### config.mk
export PLATFORM = sky130hd
export DESIGN_NAME = ladder_keypad_debounce_repeat_idle
export DESIGN_NICKNAME = d
export VERILOG_FILES = /design/src/hw/rtl/lkd_pkg.sv /design/src/hw/rtl/ladder_keypad_debounce_repeat_idle.sv /design/src/hw/rtl/lkd_core.sv
export SDC_FILE = /design/constraint.sdc
export NUM_CORES = 1
export LEC_CHECK = 0
export ABC_AREA = 1
export BUFFER_PORTS_ARGS = -buffer_cell sky130_fd_sc_hd__buf_2
export CAP_MARGIN = 20
export CORE_ASPECT_RATIO = 0.5
export CORE_UTILIZATION = 56
export DETAILED_ROUTE_END_ITERATION = 12
export GPL_ROUTABILITY_DRIVEN = 0
export HOLD_SLACK_MARGIN = 0.06
export PLACE_DENSITY_LB_ADDON = 0.1
export SLEW_MARGIN = 15
export SYNTH_ARGS = -nofsm -noshare
export SYNTH_HDL_FRONTEND = slang
export SYNTH_SLANG_ARGS = --single-unit
### constraint.sdc
create_clock -name aclk -period 5 [get_ports aclk]
set_clock_uncertainty 0.2 [all_clocks]
set_input_delay 0.5 -clock aclk [delete_from_list [all_inputs] [get_ports aclk]]
set_output_delay 0.5 -clock aclk [all_outputs]
set_load 0.02 [all_outputs]
### src/hw/rtl/lkd_pkg.sv
`default_nettype none

package lkd_pkg;

    // Field widths fixed by the interface
    localparam int unsigned SAMPLE_W   = 10;
    localparam int unsigned SHORT_CFG_W = 16;
    localparam int unsigned LONG_CFG_W  = 22;
    localparam int unsigned CFG_DATA_W  = 22;
    localparam int unsigned CFG_IDX_W   = 2;

    // Default timer widths
    localparam int unsigned SHORT_TIMER_BITS_DEF = 16;
    localparam int unsigned LONG_TIMER_BITS_DEF  = 22;

    // Ladder thresholds (exclusive upper bounds)
    localparam logic [SAMPLE_W-1:0] THR_LEFT   = 10'd70;
    localparam logic [SAMPLE_W-1:0] THR_UP     = 10'd230;
    localparam logic [SAMPLE_W-1:0] THR_DOWN   = 10'd420;
    localparam logic [SAMPLE_W-1:0] THR_RIGHT  = 10'd620;
    localparam logic [SAMPLE_W-1:0] THR_SELECT = 10'd900;

    // Register reset values
    localparam logic [SHORT_CFG_W-1:0] DEBOUNCE_RST = 16'd80;
    localparam logic [SHORT_CFG_W-1:0] REPEAT_RST   = 16'd350;
    localparam logic [LONG_CFG_W-1:0]  DIM_RST      = 22'd5000;
    localparam logic [LONG_CFG_W-1:0]  SLEEP_RST    = 22'd10000;

    typedef enum logic [2:0] {
        KEY_NONE   = 3'd0,
        KEY_RIGHT  = 3'd1,
        KEY_UP     = 3'd2,
        KEY_DOWN   = 3'd3,
        KEY_LEFT   = 3'd4,
        KEY_SELECT = 3'd5
    } key_t;

    typedef enum logic [1:0] {
        ACT_NONE  = 2'd0,
        ACT_FULL  = 2'd1,
        ACT_DIM   = 2'd2,
        ACT_SLEEP = 2'd3
    } action_t;

    typedef enum logic [CFG_IDX_W-1:0] {
        REG_DEBOUNCE = 2'd0,
        REG_REPEAT   = 2'd1,
        REG_DIM      = 2'd2,
        REG_SLEEP    = 2'd3
    } reg_idx_t;

    typedef struct packed {
        logic [SHORT_CFG_W-1:0] debounce_ticks;
        logic [SHORT_CFG_W-1:0] repeat_ticks;
        logic [LONG_CFG_W-1:0]  dim_after_ticks;
        logic [LONG_CFG_W-1:0]  sleep_after_ticks;
    } lkd_cfg_t;

    typedef struct packed {
        logic    key_valid;
        key_t    key_code;
        logic    is_repeat;
        action_t backlight_action;
        logic    display_awake;
        logic    display_dimmed;
    } lkd_result_t;

    // Ladder voltage to key
    function automatic key_t decode_ladder(input logic [SAMPLE_W-1:0] s);
        key_t k;
        if (s < THR_LEFT) begin
            k = KEY_LEFT;
        end else if (s < THR_UP) begin
            k = KEY_UP;
        end else if (s < THR_DOWN) begin
            k = KEY_DOWN;
        end else if (s < THR_RIGHT) begin
            k = KEY_RIGHT;
        end else if (s < THR_SELECT) begin
            k = KEY_SELECT;
        end else begin
            k = KEY_NONE;
        end
        return k;
    endfunction

endpackage

`default_nettype wire

### src/hw/rtl/ladder_keypad_debounce_repeat_idle.sv
// Ladder keypad front end: decode, debounce, auto-repeat, display idle control.
// Result is registered: valid on the m_ channel in the cycle after item acceptance.
// Throughput: one item per cycle while the result register is empty or draining.
// Reset (aresetn low, synchronous): timer registers take defaults 80/350/5000/10000,
// all key and idle state clears, display flags clear, result register empty.
`default_nettype none

module ladder_keypad_debounce_repeat_idle #(
    parameter int unsigned SHORT_TIMER_BITS = lkd_pkg::SHORT_TIMER_BITS_DEF,
    parameter int unsigned LONG_TIMER_BITS  = lkd_pkg::LONG_TIMER_BITS_DEF
) (
    input  wire logic                            aclk,
    input  wire logic                            aresetn,
    // configuration
    input  wire logic                            cfg_wr_en,
    input  wire logic [lkd_pkg::CFG_IDX_W-1:0]   cfg_index,
    input  wire logic [lkd_pkg::CFG_DATA_W-1:0]  cfg_wr_data,
    // sample items
    input  wire logic                            s_valid,
    output logic                                 s_ready,
    input  wire logic [lkd_pkg::SAMPLE_W-1:0]    s_adc_sample,
    // result items
    output logic                                 m_valid,
    input  wire logic                            m_ready,
    output logic                                 m_key_valid,
    output logic [2:0]                           m_key_code,
    output logic                                 m_is_repeat,
    output logic [1:0]                           m_backlight_action,
    output logic                                 m_display_awake,
    output logic                                 m_display_dimmed
);
    import lkd_pkg::*;

    lkd_cfg_t    cfg_reg;
    lkd_result_t step_res;
    lkd_result_t res_reg;
    logic        m_valid_reg;
    logic        accept;

    // Configuration registers
    always_ff @(posedge aclk) begin
        if (!aresetn) begin
            cfg_reg.debounce_ticks    <= DEBOUNCE_RST;
            cfg_reg.repeat_ticks      <= REPEAT_RST;
            cfg_reg.dim_after_ticks   <= DIM_RST;
            cfg_reg.sleep_after_ticks <= SLEEP_RST;
        end else if (cfg_wr_en) begin
            case (reg_idx_t'(cfg_index))
                REG_DEBOUNCE: cfg_reg.debounce_ticks    <= cfg_wr_data[SHORT_CFG_W-1:0];
                REG_REPEAT:   cfg_reg.repeat_ticks      <= cfg_wr_data[SHORT_CFG_W-1:0];
                REG_DIM:      cfg_reg.dim_after_ticks   <= cfg_wr_data[LONG_CFG_W-1:0];
                REG_SLEEP:    cfg_reg.sleep_after_ticks <= cfg_wr_data[LONG_CFG_W-1:0];
                default: begin
                end
            endcase
        end
    end

    // Take an item whenever the result register is free or draining
    assign s_ready = !m_valid_reg || m_ready;
    assign accept  = s_valid && s_ready;

    lkd_core #(
        .SHORT_TIMER_BITS (SHORT_TIMER_BITS),
        .LONG_TIMER_BITS  (LONG_TIMER_BITS)
    ) u_core (
        .aclk    (aclk),
        .aresetn (aresetn),
        .cfg     (cfg_reg),
        .step_en (accept),
        .sample  (s_adc_sample),
        .result  (step_res)
    );

    // Result register
    always_ff @(posedge aclk) begin
        if (!aresetn) begin
            m_valid_reg <= 1'b0;
        end else if (accept) begin
            m_valid_reg <= 1'b1;
        end else if (m_ready) begin
            m_valid_reg <= 1'b0;
        end
    end

    always_ff @(posedge aclk) begin
        if (accept) begin
            res_reg <= step_res;
        end
    end

    assign m_valid            = m_valid_reg;
    assign m_key_valid        = res_reg.key_valid;
    assign m_key_code         = res_reg.key_code;
    assign m_is_repeat        = res_reg.is_repeat;
    assign m_backlight_action = res_reg.backlight_action;
    assign m_display_awake    = res_reg.display_awake;
    assign m_display_dimmed   = res_reg.display_dimmed;

`ifndef SYNTHESIS
    // an event always carries a backlight action
    a_event_has_action: assert property (@(posedge aclk) disable iff (!aresetn)
        (m_valid && m_key_valid) |-> (m_backlight_action != ACT_NONE))
        else $error("key event without backlight action");

    // no event means empty key fields
    a_idle_fields_zero: assert property (@(posedge aclk) disable iff (!aresetn)
        (m_valid && !m_key_valid) |-> (m_key_code == KEY_NONE && !m_is_repeat))
        else $error("key fields set without event");

    // sleep leaves both flags clear
    a_sleep_flags: assert property (@(posedge aclk) disable iff (!aresetn)
        (m_valid && m_backlight_action == ACT_SLEEP) |->
            (!m_display_awake && !m_display_dimmed))
        else $error("sleep with display flags set");
`endif

endmodule

`default_nettype wire

### src/hw/rtl/lkd_core.sv
`default_nettype none

module lkd_core #(
    parameter int unsigned SHORT_TIMER_BITS = lkd_pkg::SHORT_TIMER_BITS_DEF,
    parameter int unsigned LONG_TIMER_BITS  = lkd_pkg::LONG_TIMER_BITS_DEF
) (
    input  wire logic                          aclk,
    input  wire logic                          aresetn,
    input  wire lkd_pkg::lkd_cfg_t             cfg,
    input  wire logic                          step_en,
    input  wire logic [lkd_pkg::SAMPLE_W-1:0]  sample,
    output lkd_pkg::lkd_result_t               result
);
    import lkd_pkg::*;

    // Compare widths cover both counter and register
    localparam int unsigned SW = (SHORT_TIMER_BITS > SHORT_CFG_W) ? SHORT_TIMER_BITS
                                                                  : SHORT_CFG_W;
    localparam int unsigned LW = (LONG_TIMER_BITS > LONG_CFG_W) ? LONG_TIMER_BITS
                                                                : LONG_CFG_W;

    key_t                        last_raw_reg, last_raw_next;
    key_t                        stable_reg, stable_next;
    key_t                        handled_reg, handled_next;
    logic [SHORT_TIMER_BITS-1:0] change_el_reg, change_el_next;
    logic [SHORT_TIMER_BITS-1:0] handled_el_reg, handled_el_next;
    logic [LONG_TIMER_BITS-1:0]  idle_el_reg, idle_el_next;
    logic                        awake_reg, awake_next;
    logic                        dimmed_reg, dimmed_next;

    key_t                        raw;
    logic [SHORT_TIMER_BITS-1:0] change_inc, handled_inc;
    logic [LONG_TIMER_BITS-1:0]  idle_inc;
    logic                        first_press, again;
    logic                        fire;
    action_t                     action;

    // Next state for one tick
    always_comb begin
        raw = decode_ladder(sample);

        // saturating counters
        change_inc  = (&change_el_reg)  ? change_el_reg  : change_el_reg + 1'b1;
        handled_inc = (&handled_el_reg) ? handled_el_reg : handled_el_reg + 1'b1;
        idle_inc    = (&idle_el_reg)    ? idle_el_reg    : idle_el_reg + 1'b1;

        // debounce
        if (raw != last_raw_reg) begin
            last_raw_next  = raw;
            change_el_next = '0;
        end else begin
            last_raw_next  = last_raw_reg;
            change_el_next = change_inc;
        end
        stable_next = (SW'(change_el_next) >= SW'(cfg.debounce_ticks)) ? raw : stable_reg;

        // press / repeat events
        first_press = (handled_reg == KEY_NONE);
        again = (stable_next != KEY_SELECT) && (stable_next == handled_reg) &&
                (SW'(handled_inc) >= SW'(cfg.repeat_ticks));
        fire  = (stable_next != KEY_NONE) && (first_press || again);

        handled_next    = handled_reg;
        handled_el_next = handled_inc;
        idle_el_next    = idle_inc;
        awake_next      = awake_reg;
        dimmed_next     = dimmed_reg;
        action          = ACT_NONE;
        if (stable_next == KEY_NONE) begin
            handled_next = KEY_NONE;
        end else if (fire) begin
            handled_next    = stable_next;
            handled_el_next = '0;
            idle_el_next    = '0;
            awake_next      = 1'b1;
            dimmed_next     = 1'b0;
            action          = ACT_FULL;
        end

        // idle power control, later action wins
        if (awake_next) begin
            if (LW'(idle_el_next) >= LW'(cfg.sleep_after_ticks)) begin
                awake_next  = 1'b0;
                dimmed_next = 1'b0;
                action      = ACT_SLEEP;
            end else if ((LW'(idle_el_next) >= LW'(cfg.dim_after_ticks)) && !dimmed_next) begin
                dimmed_next = 1'b1;
                action      = ACT_DIM;
            end
        end

        result.key_valid        = fire;
        result.key_code         = fire ? stable_next : KEY_NONE;
        result.is_repeat        = fire && !first_press;
        result.backlight_action = action;
        result.display_awake    = awake_next;
        result.display_dimmed   = dimmed_next;
    end

    // State advances once per accepted item
    always_ff @(posedge aclk) begin
        if (!aresetn) begin
            last_raw_reg   <= KEY_NONE;
            stable_reg     <= KEY_NONE;
            handled_reg    <= KEY_NONE;
            change_el_reg  <= '0;
            handled_el_reg <= '0;
            idle_el_reg    <= '0;
            awake_reg      <= 1'b0;
            dimmed_reg     <= 1'b0;
        end else if (step_en) begin
            last_raw_reg   <= last_raw_next;
            stable_reg     <= stable_next;
            handled_reg    <= handled_next;
            change_el_reg  <= change_el_next;
            handled_el_reg <= handled_el_next;
            idle_el_reg    <= idle_el_next;
            awake_reg      <= awake_next;
            dimmed_reg     <= dimmed_next;
        end
    end

`ifndef SYNTHESIS
    // dimmed only ever set while awake
    a_dim_needs_awake: assert property (@(posedge aclk) disable iff (!aresetn)
        dimmed_reg |-> awake_reg)
        else $error("dimmed while asleep");

    // a repeat needs the same key already handled
    a_repeat_same_key: assert property (@(posedge aclk) disable iff (!aresetn)
        (step_en && result.is_repeat) |-> (result.key_code == handled_reg))
        else $error("repeat of a key not held");

    // an event restarts the repeat timer
    a_event_clears_timer: assert property (@(posedge aclk) disable iff (!aresetn)
        (step_en && result.key_valid) |=> (handled_el_reg == '0))
        else $error("repeat timer not cleared by event");
`endif

endmodule

`default_nettype wire
---- Yosys cells after proc, flatten, opt, wreduce, memory -nomap -nowiden ----
Index checks and enable logic that the tools add are counted.
cells by class
  add/subtract/negate cells ............... 3
  magnitude comparators ................... 9
  equal/unequal tests ..................... 6
  multiplexer cells ....................... 32
  reductions and logical operators ........ 26
operators by type and width
  kind                                                                   count
  16-bit 2-to-1 mux                                                      5
  22-bit 2-to-1 mux                                                      3
  22-bit >= comparator                                                   2
  16-bit by 1-bit adder with 16-bit output, second input constant        2
  16-bit >= comparator                                                   2
  16-bit AND reduction                                                   2
  3-bit 2-to-1 mux                                                       8
  22-bit by 1-bit adder with 22-bit output, second input constant        1
  22-bit AND reduction                                                   1
  10-bit < comparator, second input constant                             2
  1-bit 2-to-1 mux                                                       12
  2-bit AND reduction                                                    6
  10-bit by 7-bit < comparator with 1-bit output, second input constant  1
  10-bit by 8-bit < comparator with 1-bit output, second input constant  1
  10-bit by 9-bit < comparator with 1-bit output, second input constant  1
  2-bit 2-to-1 mux                                                       4
  1-bit logical AND                                                      6
  3-bit logical NOT                                                      2
  2-bit equality test, second input constant                             2
  2-bit nonzero test                                                     2
  3-bit equality test                                                    1
  1-bit logical NOT                                                      3
  3-bit != test                                                          1
  3-bit != test, second input constant                                   1
  4 further kinds                                                        5
storage, ports and cells
  flip-flop bits (word level) ............. 151
  bits of input ports ..................... 39
  output and inout bits ................... 11
  word-level logic and storage cells ...... 95

---- Depth between registers and ports, before layout ----
Gate-level depths: netlist (run 1).
  depth in word-level cells ............... 22
  mapped depth ............................ 48
  depth with buffers taken out ............ 47

---- Hierarchy ----
Synthesis (run 1) repeated with hierarchy kept, for this count alone.
unflattened totals
  cells, all modules ...................... 1467
  area total of the unflattened synthesis .. 9744.3 um^2
modules (own cells, without submodules)
  module                              times used  cells an instance  area each (um^2)  sequential area each (um^2)
  lkd_core                            1           995                6356.1            1301.2
  ladder_keypad_debounce_repeat_idle  1           472                3388.2            1811.7

---- Worst setup path before layout (run 1) ----
Ideal clock, no wire load.
  path type ............................... input port to flip-flop
  start ................................... in s_adc_sample[4] (netlist name)
  end ..................................... reg res_reg (netlist bit m_display_dimmed) (data pin)
  library setup time ...................... 0.252 ns
  data arrival time ....................... 4.649 ns
  required time ........................... 4.548 ns
  setup slack ............................. -0.102 ns
  cell stages on the path ................. 38
  path buffers ............................ 1
  cell sequence ........................... nor2_1 > nand2_1 > nand2_1 > nand4_1 > nand3_1 > xnor2_1 > nor2_1 > nand2_1 > inv_1 > o21ai_0 > inv_1 > ha_1 > a21oi_2 > o21ai_2 > a21oi_4 > nand3_1 > nand3_1 > nand2_1 > (+2 left out) > nand2_2 > nand2_4 > buf_4 > nand2_1 > inv_1 > ha_1 > nand2_1 > o21bai_1 > nand3_1 > nand2_1 > nand3_1 > nand2_1 > nand2_1 > a21boi_0 > o211ai_1 > a21oi_4 > nand2_2 > nand2_1
RTL lines
  element                 RTL line                                  RTL
  start: declaration      ladder_keypad_debounce_repeat_idle.sv:21  input wire logic [lkd_pkg::SAMPLE_W-1:0] s_adc_sample,
  end signal: assignment  ladder_keypad_debounce_repeat_idle.sv:88  res_reg <= step_res;
  end: declaration        ladder_keypad_debounce_repeat_idle.sv:36  lkd_result_t res_reg;

==> results of run 1 <==
## worst max-delay path, delay by kind of cell (launching register included)
| family | cells | cell delay [ns] |
|---|---|---|
| compound gates | 11 | 1.99 |
| simple gates | 17 | 1.84 |
| buf+inv | 5 | 0.48 |
| fa+ha+maj | 2 | 0.47 |
| flops | 1 | 0.36 |
| xor+xnor | 1 | 0.10 |
## cells in the final DEF, fill, tap and decap left out, types with 19 or more instances in the layout
master / netlist / final
nand2_1: 222 / 196
inv_1: 203 / 191
a21oi_1: 170 / 160
dfxtp_1: 142 / 138
buf_4: 2 / 128
o21ai_0: 116 / 107
nor2_1: 81 / 75
ha_1: 79 / 59
buf_2: 1 / 49
nand3_1: 36 / 29
nand2_2: 10 / 24
nor3_1: 25 / 23
nand4_1: 21 / 21
xor2_1: 21 / 21
ha_4: 0 / 19
## per-layer routing
metal	global-route usage [%]	part of all wire, %	wire, microns
met1	40.8	45	11600
met2	52.1	47	11900
met5	0	0	0
met4	8.26	1.8	456
met3	4.65	6.7	1720
## synth_stat cells (4+ instances only)
cell	instances
nor2_1	81
a31oi_1	4
o21ai_0	116
nand4_1	21
clkbuf_1	37
xor2_1	21
dfxtp_1	142
xnor2_1	9
o211ai_1	18
a211oi_1	4
nand3_1	36
nand2_2	10
nor3_1	25
inv_1	203
edfxtp_1	9
ha_1	79
nor4_1	9
a21oi_1	170
nand2_1	222
## kinds of logic (layout without fill, tap and decap cells)
| kind of cell | after synthesis | after routing | synth area share (%) |
|---|---|---|---|
| AO/OA/AOI/OAI | 333 | 333 | 20.2 |
| AND/OR/NAND/NOR | 420 | 421 | 20.6 |
| XOR/XNOR | 30 | 30 | 2.92 |
| buffers and inverters | 248 | 420 | 10.5 |
| adder cells (fa/ha/maj) | 79 | 79 | 11.0 |
| multiplexers | 1 | 1 | 0.111 |
| flip-flops | 151 | 151 | 34.6 |
## worst paths after layout
| path | startpoint | end | cells after the start |
|---|---|---|---|
| max reg2reg | u_core.change_el_reg[0] | u_core.dimmed_reg | 36 |
| min reg2reg | cfg_reg[41] | cfg_reg[41] | 2 |
| min | cfg_wr_data[4] | cfg_reg[48] | 3 |
| max | u_core.change_el_reg[0] | u_core.dimmed_reg | 36 |
## final cells by class
type	count	area (sq um)	area share, %
inverter	206	783	6.78
tap	204	255	2.21
multi-input combinational	864	5520	47.8
clock buffer	18	450	3.90
timing repair buffer	182	1290	11.2
clock inverter	14	136	1.18
sequential	151	3120	27.0
## stage by stage
step	hold WS (ns)	cell area [sq um]	setup WS (ns)	instances	setup TNS, ns
finish	0.149	11500	-0.494	1639	-2.78
global route	0.157	11500	-0.930	1639	-5.35
CTS	0.144	11100	-0.395	1623	-2.05
detailed placement	0.254	10200	-0.868	1580	-4.81
global placement	0.249	10200	-0.731	1580	-4.13
floorplan	0.235	9030	0.00905	1262	0
## power by group
part / switching [uW] / internal (uW)
clock network: 570 / 727
registers: 46.0 / 1300
logic: 551 / 375
## timing repair
| item | CTS | global route |
|---|---|---|
| hold endpoints to repair | 0 | 0 |
| resized for setup | 59 | 67 |
| pin swaps | 39 | 63 |
| gates cloned | 1 | 0 |
| endpoints found under the setup margin | 6 | 6 |
| setup buffers | 10 | 15 |
==> run metrics, run 1 <==
status=complete, but fails checks; failing checks=setup timing; cell row count=32; fmax=182 MHz; Crit path top cell by count=nand2_2; port buffer count=48; # DRC=0; Area contributors post-synth=dfxtp_1 (32%), ha_1 (11%), a21oi_1 (9.5%); leakage=0.00521 uW; register area share after synthesis=34.6%; vias in the first global route=8355; initial antenna violation count=0; clk sinks=151; FF+latch count, synth=151; Slew headroom=32.4%; H-tree depth=4; CP max stage delay=0.36 ns; vias per inst=5.54; Synth Net Count=1380; Final Hold Violating Endpoints=0; clk_lat worst skew=0.43 ns; initial core utilization=57.9%; CTS Hold Bufs=0; Die Y=91.6 microns; Routed WL per cell=15.7 microns; actual slew at the worst max-slew pin=1.01 ns; Max Root-Sink Buffers=2; synthesis warning total=0; Arr. time, crit path=5.67 ns; pin count of the biggest net entering global routing=106; critical path's slowest cell=dfxtp_2; Synth async-reset ratio=0%; ratio of cells with drive above 1 in the final layout=24.0%; core footprint=15500 sq um; Detail Placement HPWL=17400 microns; Final Core Density=74.3%; Ant. Diodes=0; Worst Path Max Fanout=5; CP Capture Type=flip-flop; cell area power density=309 nW/um^2; r2r setup slk=-0.49 ns; Setup Viol. Count Final=6; Final period util=110%; Max Slew Vio Count=0; number of synthesized flops with an enable pin=9; Peak supply drop=0.000231 V; CP Class=reg -> reg; CP required=5.18 ns; CTS root buf=clkbuf_16; Iter 0 DRT Violations=751; total wire length=25700 microns; post-synthesis cell count=1262; Clock Pin Slew Worst Setup and Hold Paths=0.07 ns; leading area contributor after synthesis=dfxtp_1; Layout area overhead=28.4%; first-pass GRT wire length=40400 microns; CP startpoint kind=flip-flop; gr usage total=30.7%; Tot Pwr=3560 uW; RSZ-0062 raised after global routing=true; final global-route overflow total=0; Post-Synthesis Cell Area=8990 sq um; MaxCap Viol Count=0; max reg flops=76; final antenna-violating net count=0; fin nets=1540; vias=9072; drt first pass iters=5; TritonCTS Buffers=17; fin crit period=5.49 ns; final worst slack=-0.494 ns; Main synth FF type=dfxtp_1; CTS tree=done; IO Count=50; Die X=181 microns; die area=16600 sq um; syn avg cell area=7.13 sq um; Cell variety after synth=50; Fillers=1162; Hold Crit Class=in -> reg; top cell type's share of synthesized area=31.6%
Power figures use the tool's default switching activity.
==> run 2: changes to the inputs <==
SETUP_SLACK_MARGIN = 0.05   (was unset)
==> run metrics, run 2 (synthesized netlist as in run 1, its figures left out) <==
fin nets=1544 (was 1540); Slew headroom=37.7% (was 32.4%); pin count of the biggest net entering global routing=65 (was 106); Die X=181 microns (unchanged); Crit path top cell by count=nand2_2 (unchanged); MaxCap Viol Count=0 (unchanged); Setup Viol. Count Final=6 (unchanged); cell area power density=299 nW/um^2 (was 309 nW/um^2); fin crit period=5.43 ns (was 5.49 ns); Final Core Density=74.3% (about the same); core footprint=15500 sq um (unchanged); Detail Placement HPWL=17200 microns (was 17400 microns); Iter 0 DRT Violations=612 (was 751); Die Y=91.6 microns (unchanged); CTS Hold Bufs=0 (unchanged); CTS tree=done (unchanged); final antenna-violating net count=0 (unchanged); Max Root-Sink Buffers=2 (unchanged); Routed WL per cell=15.7 microns (about the same); CP Class=reg -> reg (unchanged); CP max stage delay=0.36 ns (about the same); vias=9073 (was 9072); final global-route overflow total=0 (unchanged); vias in the first global route=8430 (was 8355); initial core utilization=57.9% (unchanged); CP required=5.18 ns (about the same); cell row count=32 (unchanged); Final Hold Violating Endpoints=0 (unchanged); first-pass GRT wire length=40400 microns (about the same); TritonCTS Buffers=17 (unchanged); area of the multi-input gates=5540 sq um (was 5520 sq um); Clock Pin Slew Worst Setup and Hold Paths=0.07 ns (about the same); initial antenna violation count=0 (unchanged); max reg flops=76 (unchanged); register area=3120 sq um (about the same); actual slew at the worst max-slew pin=0.934 ns (was 1.01 ns); # DRC=1 (was 0); Fillers=1128 (was 1162); gr usage total=30.5% (was 30.7%); total wire length=25800 microns (was 25700 microns); Worst Path Max Fanout=6 (was 5); Arr. time, crit path=5.62 ns (was 5.67 ns); most frequent cells in the layout=nand2_1 (197), inv_1 (188), a21oi_1 (161), dfxtp_1 (137), buf_4 (135) (was nand2_1 (196), inv_1 (191), a21oi_1 (160), dfxtp_1 (138), buf_4 (128)); ratio of cells with drive above 1 in the final layout=24.7% (was 24.0%); Ant. Diodes=0 (unchanged); final worst slack=-0.435 ns (was -0.494 ns); Peak supply drop=0.000275 V (was 0.000231 V); CTS root buf=clkbuf_16 (unchanged); die area=16600 sq um (unchanged); fmax=184 MHz (was 182 MHz); most common cell after layout, fill and taps aside=nand2_1 (unchanged); clk_lat worst skew=0.44 ns (was 0.43 ns); post-route cell area=11500 sq um (about the same); clk sinks=151 (unchanged); pre-CTS WS=-0.680 ns (was -0.868 ns); critical path's slowest cell=dfxtp_4 (was dfxtp_2); drt first pass iters=12 (was 5); vias per inst=5.52 (was 5.54); CP startpoint kind=flip-flop (unchanged); port buffer count=48 (unchanged); DP Area=10200 sq um (about the same); failing checks=DRC, setup timing (was setup timing); leakage=0.00521 uW (about the same); Max Slew Vio Count=0 (unchanged); H-tree depth=4 (unchanged); Hold Crit Class=in -> reg (unchanged); Final period util=109% (was 110%); Layout area overhead=28.3% (was 28.4%); hold slack=0.137 ns (was 0.149 ns); CP Capture Type=flip-flop (unchanged); status=complete, but fails checks (unchanged); RSZ-0062 raised after global routing=true (unchanged); IO Count=50 (unchanged)
## run 2: cell types whose count changed in the layout (fill, tap and decap cells not counted), moves of 3 or more
| cell | change |
|---|---|
| inv_1 | -3 |
| o21ai_2 | +3 |
| buf_4 | +7 |
| nand3_1 | -3 |
| inv_6 | +3 |
| nand3_2 | +4 |
## run 2: what timing repair did
action                     CTS  global route
buffers inserted            20             5
setup endpoints to repair    6             6
cloned                       1             0
resized for setup           86            48
pin swaps                   48            46
## run 2: cell type report
cell class | instances | area share, %
inverters | 206 | 6.81
well taps | 204 | 2.21
flip-flops and latches | 151 | 27.0
clock inverters | 14 | 0.965
repair buffers | 186 | 11.2
clock buffers | 18 | 3.72
multi-input cells | 864 | 48.0
## run 2: per-layer routing
layer | vias up | track usage, % | part of all wire, %
met2 | 291 | 51.2 | 47
met3 | 50 | 6.43 | 7.1
met4 | 0 | 9.32 | 2.1
met5 | - | 0 | 0
met1 | 4223 | 39.5 | 44
li1 | 4509 | - | -
## run 2: worst max-delay path, delay by kind of cell, from the launching register on
family,cells,cell delay [ns]
buf+inv,7,0.46
compound gates,6,1.15
flops,1,0.36
simple gates,28,2.49
fa+ha+maj,3,0.72
## run 2: through the flow
step / cells / TNS, ns / power [uW]
3_3_place_gp: 1585 / -3.00 / 2040
4_1_cts: 1638 / -0.991 / 3390
2_1_floorplan: 1262 / 0 / 1810
6_report: 1643 / -2.43 / 3450
3_5_place_dp: 1585 / -3.83 / 2060
5_1_grt: 1643 / -4.35 / 3620
## run 2: path summary, 6_finish.rpt
kind	startpoint	endpoint	slack, ns	cells past startpoint
worst max-delay path	u_core.change_el_reg[0]	u_core.dimmed_reg	-0.43	44
worst min-delay path	cfg_wr_data[8]	cfg_reg[8]	0.14	3
worst max register to register	u_core.change_el_reg[0]	u_core.dimmed_reg	-0.43	44
worst min register to register	cfg_reg[33]	cfg_reg[33]	0.26	2
## run 2: where the power goes
part	total, uW	internal [uW]	switching [uW]	leakage, uW
Clock	1210	646	566	0.000267
Combinational	906	369	538	0.00368
Sequential	1330	1290	37.5	0.00126
Total	3450	2310	1140	0.00521
